==> src/rtl/pnbs_pkg.sv <==
`timescale 1ns / 1ps
`default_nettype none
// ----------------------------------------------------------------------------
// Preferred-or-nearest body select: shared definitions
// Field widths, operation and status codes, the stored record layout and the
// control word of the squared-distance unit.
// ----------------------------------------------------------------------------
package pnbs_pkg;

	localparam int ID_W   = 20;
	localparam int POS_W  = 24;
	localparam int DIFF_W = POS_W + 1;
	// Three squares of 25-bit differences stay below 2^50.
	localparam int DIST_W = 2 * DIFF_W;

	localparam int DEFAULT_TABLE_DEPTH = 64;

	typedef enum logic [1:0] {
		OP_CLEAR  = 2'd0,
		OP_APPEND = 2'd1,
		OP_QUERY  = 2'd2,
		OP_UNUSED = 2'd3
	} op_t;

	typedef enum logic [2:0] {
		ST_PREFERRED = 3'd0,
		ST_NEAREST   = 3'd1,
		ST_NONE      = 3'd2,
		ST_STORED    = 3'd3,
		ST_DROPPED   = 3'd4,
		ST_CLEARED   = 3'd5
	} status_t;

	typedef struct packed {
		logic [ID_W-1:0]         id;
		logic                    acc;
		logic signed [POS_W-1:0] x;
		logic signed [POS_W-1:0] y;
		logic signed [POS_W-1:0] z;
	} record_t;

	typedef struct packed {
		logic sq_en;     // register a new square
		logic acc_load;  // accumulator takes the held square
		logic acc_add;   // accumulator adds the held square
	} sq_ctl_t;

endpackage
`default_nettype wire

==> src/rtl/pnbs_sq_unit.sv <==
`timescale 1ns / 1ps
`default_nettype none
// ----------------------------------------------------------------------------
// Squared-distance unit
// Squares one axis difference per cycle while sq_en is set into a product
// register and sums the products; dist_sum gives the accumulator plus the held product.
// ----------------------------------------------------------------------------
module pnbs_sq_unit import pnbs_pkg::*; (
	input  wire                       clk,
	input  wire  sq_ctl_t             ctl,
	input  wire  signed [POS_W-1:0]   a,
	input  wire  signed [POS_W-1:0]   b,
	output logic        [DIST_W-1:0]  dist_sum
);

	logic signed [DIFF_W-1:0] diff;
	logic signed [DIST_W-1:0] sq;
	logic        [DIST_W-1:0] prod_q;
	logic        [DIST_W-1:0] acc_q;

	always_comb begin
		diff = DIFF_W'(a) - DIFF_W'(b);
		sq   = diff * diff;
	end

	always_ff @(posedge clk) begin
		if (ctl.sq_en) begin
			prod_q <= unsigned'(sq);
		end
		if (ctl.acc_load) begin
			acc_q <= prod_q;
		end else if (ctl.acc_add) begin
			acc_q <= acc_q + prod_q;
		end
	end

	assign dist_sum = acc_q + prod_q;

endmodule
`default_nettype wire

==> config.mk <==
export PLATFORM = sky130hd
export DESIGN_NAME = pnbs_sq_unit
export DESIGN_NICKNAME = d
export VERILOG_FILES = /design/src/rtl/pnbs_pkg.sv /design/src/rtl/pnbs_sq_unit.sv
export SDC_FILE = /design/constraint.sdc
export NUM_CORES = 2
export LEC_CHECK = 0
export ABC_AREA = 0
export BUFFER_PORTS_ARGS = -buffer_cell sky130_fd_sc_hd__buf_2
export CORE_ASPECT_RATIO = 0.9
export CORE_MARGIN = 2
export CORE_UTILIZATION = 67
export DETAILED_ROUTE_END_ITERATION = 10
export PLACE_DENSITY_LB_ADDON = 0.05
export SETUP_SLACK_MARGIN = 0.2
export SLEW_MARGIN = 20
export SYNTH_ARGS = -nofsm -noshare
export SYNTH_HDL_FRONTEND = slang
export SYNTH_SLANG_ARGS = --single-unit
==> constraint.sdc <==
create_clock -name clk -period 28.3 [get_ports clk]
set_input_delay 1.415 -clock clk [delete_from_list [all_inputs] [get_ports clk]]
set_output_delay 1.415 -clock clk [all_outputs]
set_load 0.005 [all_outputs]
[Word-level counts from Yosys, hierarchy flattened]
Index checks and enable logic that the tools add are counted.
Storage, ports and cells
  output and inout port bits: 50
  memories: 0
  bits in writable memories: 0
  latch bits: 0
  memory bits (read-only): 0
  bits in registers: 100
  word-level logic and storage cells: 8
Cells by class
  reductions and logical operators: 1
  divide/modulo/power cells: 0
  $lt $le $gt $ge: 0
  equal/unequal tests: 0
  bitwise logic cells: 0
  multiplexer cells: 2
  shifts and indexed selects: 0
  add/sub/neg operators: 2
  multipliers: 1
Operator list (count)
  two-way mux 50 bit: 2
  adder 50 bit: 1
  multiplier 25 x 25 -> 50 bit: 1
  subtractor 24 x 24 -> 25 bit: 1
  nonzero test 2 bit: 1

[Longest topological paths before layout]
  depth after elaboration: 3
  mapped depth: 40

[Worst setup path before layout]
OpenSTA, ideal clock, no wires.
  path kind: input port to flip-flop
  from: input a[0]
  to: register prod_q[42], data pin
  setup slack: 18.316 ns
  stages on the path: 37
  data required time: 28.040 ns
  arrival time: 9.724 ns
  library setup time: 0.260 ns
  cells stage by stage: inv_1 ha_1 fa_1 nor2b_1 o21ai_1 a21boi_1 a2111oi_4 o31ai_2 a21o_1 a21o_1 a21o_2 xor2_4 buf_2 nand2_1 fa_1 inv_1 fa_1 fa_1 inv_1 fa_1 inv_1 fa_1 inv_1 fa_1 inv_1 fa_1 ha_1 a21o_1 a21o_1 a21o_1 a221o_1 a21oi_2 o22ai_2 a211oi_2 o21bai_1 a21oi_1 xnor2_1
On the way
  cells in the longest elaborated chain, start to end: 2
RTL lines
  start, declared: RTL line pnbs_sq_unit.sv:11  | input wire signed [POS_W-1:0] a,
  subtractor 24 x 24 -> 25 bit: RTL line pnbs_sq_unit.sv:22  | diff = DIFF_W'(a) - DIFF_W'(b);
  multiplier 25 x 25 -> 50 bit: RTL line pnbs_sq_unit.sv:23  | sq = diff * diff;
  named net sq[42]: RTL line pnbs_sq_unit.sv:17  | logic signed [DIST_W-1:0] sq;
  end signal, assigned: RTL line pnbs_sq_unit.sv:28  | prod_q <= unsigned'(sq);
  end, declared: RTL line pnbs_sq_unit.sv:18  | logic [DIST_W-1:0] prod_q;
The timed path passes the listed nets, and every way through them passes these cells.
A chain may end at the register's enable or synchronous reset.

[Final worst setup path]
  from: input a[0]
  to: register prod_q[43], data pin
The elaborated chain is that of the path after synthesis.

==> summary.txt <==
status - finished clean
synth warn - 0
Post-DRT Antenna Nets - 0
EDFF count, synth - 99
DRT iter0 DRCs - 1757
Syn Std Cell Area - 0.0277 sq mm
gp weighted congestion - 1.03
Crit path largest cell delay - 0.69 ns
Initial Util - 68.1%
number of diodes - 0
TNS Setup - 0 ns
vias - 20.5k
Post-CTS Setup Inserts - 0
worst slew pin tran - 1.23 ns
cts hold-fix bufs - 0
Distinct cells, synth - 83
Post-CTS Resized - 0
max frequency - 0.0880 GHz
vias per inst - 5.87
critical path's slowest cell - xor2_4
Rows - 70
vias in the first global route - 21.5k
Crit path buffers/inverters - 5
multi-input combinational cell area - 0.0220 sq mm
DRC Markers - 0
routed wire length - 71500 um
antenna violations before repair - 0
Mapped Avg Cell Area - 9.59 sq um
cell depth of the worst setup path - 34
first-pass GRT wire length - 114000 um
layout cell share with drive strength beyond 1 - 7.33%
Fin. Hold Viols - 0
fillers - 3140
CTS tree - yes
RSZ-0062 raised after global routing - false
# nets final - 3817
hold depth - 2
Die H - 197 um
DP Wirelength - 59300 um
Die X - 218 um
total grt overflow - 0
1st-pass router iterations - 6
I/O Buffers - 101
Worst Skew - 0.0126 ns
CP most frequent cell - fa_1
Post-Synthesis Cells - 2893
fraction of registers with async set/reset - 0%
Sink Count - 99
Root Buffer - clkbuf_16
critical path class - input pin to flip-flop
Skew-Pair Late Insertion Delay - 0.35 ns
syn_nets - 3770
Worst Hold Class - flip-flop to flip-flop
Worst-path clk slew - 0.07 ns
Max Slew Vio Count - 0
Clock Tree Buf Depth - 2
die area - 0.0430 sq mm
Clock H-tree levels - 3
part of the cycle the worst path needs - 40.2%
wire per inst - 20.5 um
cells on worst reg2reg path - 11
CP Capture Type - flip-flop
Max Cap Violations - 0
CP max FO - 19
Yosys reg bits - 99
Sequential Area - 0.00297 sq mm
Num CTS Buffers - 9
Arr. time, crit path - 11.44 ns
Ports - 102
Top delay family on crit path - adder cells
crit path time final - 11.36 ns
WP data required - 28.38 ns
register area share after synthesis - 10.7%
crit path launch type - input pin
area growth from synthesis to layout - 4.61%
max_slew headroom - 18.1%
dominant synthesized flop cell - edfxtp_1
core area - 0.0407 sq mm
GRT Overall Usage - 34.8%
Final setup viols - 0
largest net degree at the start of global routing - 51
==> layer usage <==
metal | track usage [%] | part of all wire [%] | wire length [um] | up-vias
li1 | - | - | - | 9074
met1 | 50.9 | 43 | 30800 | 10137
met2 | 50.4 | 41 | 29500 | 1118
met3 | 12.0 | 14 | 9710 | 131
met4 | 7.99 | 2.1 | 1530 | 0
met5 | 0 | 0 | 0 | -
==> stage by stage <==
| step | hold slack (ns) | setup WS [ns] | utilization [%] | instances | instance area [sq um] |
|---|---|---|---|---|---|
| after floorplan | 0.520 | 18.32 | - | 2893 | 27700 |
| after global placement | 0.540 | 16.55 | 70.6 | 3469 | 28700 |
| after detailed placement | 0.549 | 16.08 | 70.6 | 3469 | 28700 |
| after CTS | 0.567 | 16.43 | 71.2 | 3485 | 29000 |
| after global routing | 0.599 | 16.47 | 71.3 | 3485 | 29000 |
| final | 0.560 | 16.94 | 71.3 | 3485 | 29000 |
==> area by class of cell <==
type | instances | share of cell area, %
clock buffers | 9 | 0.776
repair buffers | 123 | 2.31
inverters | 652 | 8.43
flip-flops and latches | 99 | 10.2
multi-input cells | 2055 | 75.7
well taps | 540 | 2.33
clock inverters | 7 | 0.172
==> flip-flops by register name (all words and copies together) (netlist names) <==
| name | flops |
|---|---|
| acc_q | 50 |
| prod_q | 49 |
==> synth_stat cells, types with 3 or more instances <==
library cell	count	area (sq um)
inv_1	640	2400
fa_1	610	12200
nand2_1	293	1100
nor2_1	238	893
ha_1	215	2690
a21oi_1	114	571
edfxtp_1	99	2970
a21o_1	83	623
xnor2_1	82	718
clkbuf_1	57	214
o21ai_0	52	260
nand3_1	41	205
xor2_1	39	342
nand2b_1	26	163
mux2_2	24	270
and3_1	22	138
buf_2	22	110
nor2b_1	17	106
a31oi_1	14	87.6
o21a_1	12	90.1
a211oi_1	11	82.6
and2_1	11	68.8
nand4_1	11	68.8
nor3_1	11	55.1
o21bai_1	11	82.6
a211oi_2	8	100
inv_2	8	30.0
o21ai_1	7	35.0
or3_1	7	43.8
or2_2	6	37.5
a31o_2	5	43.8
buf_1	5	18.8
o2111ai_1	5	43.8
o211ai_1	5	37.5
a211o_1	4	35.0
a41oi_1	4	35.0
clkinv_1	4	15.0
xnor2_2	4	65.1
and4_1	3	26.3
nand4b_1	3	26.3
o221ai_1	3	26.3
o311ai_0	3	26.3
o31ai_1	3	22.5
==> cell families (layout without fill, tap and decap cells) <==
family / count (synthesis) / count (layout) / synth area share (%)
adders and majority gates: 825 / 825 / 53.7
AOI/OAI and AO/OA: 375 / 375 / 9.22
muxes: 27 / 27 / 1.10
xor gates and xnor gates: 126 / 126 / 4.15
and+or+nand+nor: 702 / 702 / 10.9
DFF: 99 / 99 / 10.7
buffers and inverters: 739 / 791 / 10.1
==> final timing paths <==
| path | startpoint | end | slack (ns) |
|---|---|---|---|
| setup / recovery | a[0] | prod_q[43] | 16.94 |
| hold / removal | prod_q[38] | acc_q[38] | 0.56 |
| setup reg to reg | prod_q[23] | acc_q[42] | 24.77 |
| hold reg to reg | prod_q[38] | acc_q[38] | 0.56 |
==> cells in the final DEF (no fill, tap or decap), types with 9 or more instances in the layout <==
cell type,instances
and3_1,22
ha_1,215
a211oi_1,11
and2_1,11
fa_1,610
xor2_1,37
clkbuf_16,9
nand2_1,293
nor3_1,11
a31oi_1,14
a21oi_1,114
a21o_1,83
nor2b_1,17
o21bai_1,11
buf_4,22
nand3_1,41
o21a_1,12
nand2b_1,26
inv_1,640
xnor2_1,81
edfxtp_1,99
nand4_1,11
o21ai_0,52
buf_2,101
nor2_1,238
mux2_2,24
==> tightest hold or removal path, cell delays in order (launching register included) <==
cell	delay, ns
edfxtp_1	0.36
nand2_1	0.06
nand2_1	0.05
Power is not shown: default switching activity piles up to over one toggle a cycle in this logic, so the estimate is an artifact.
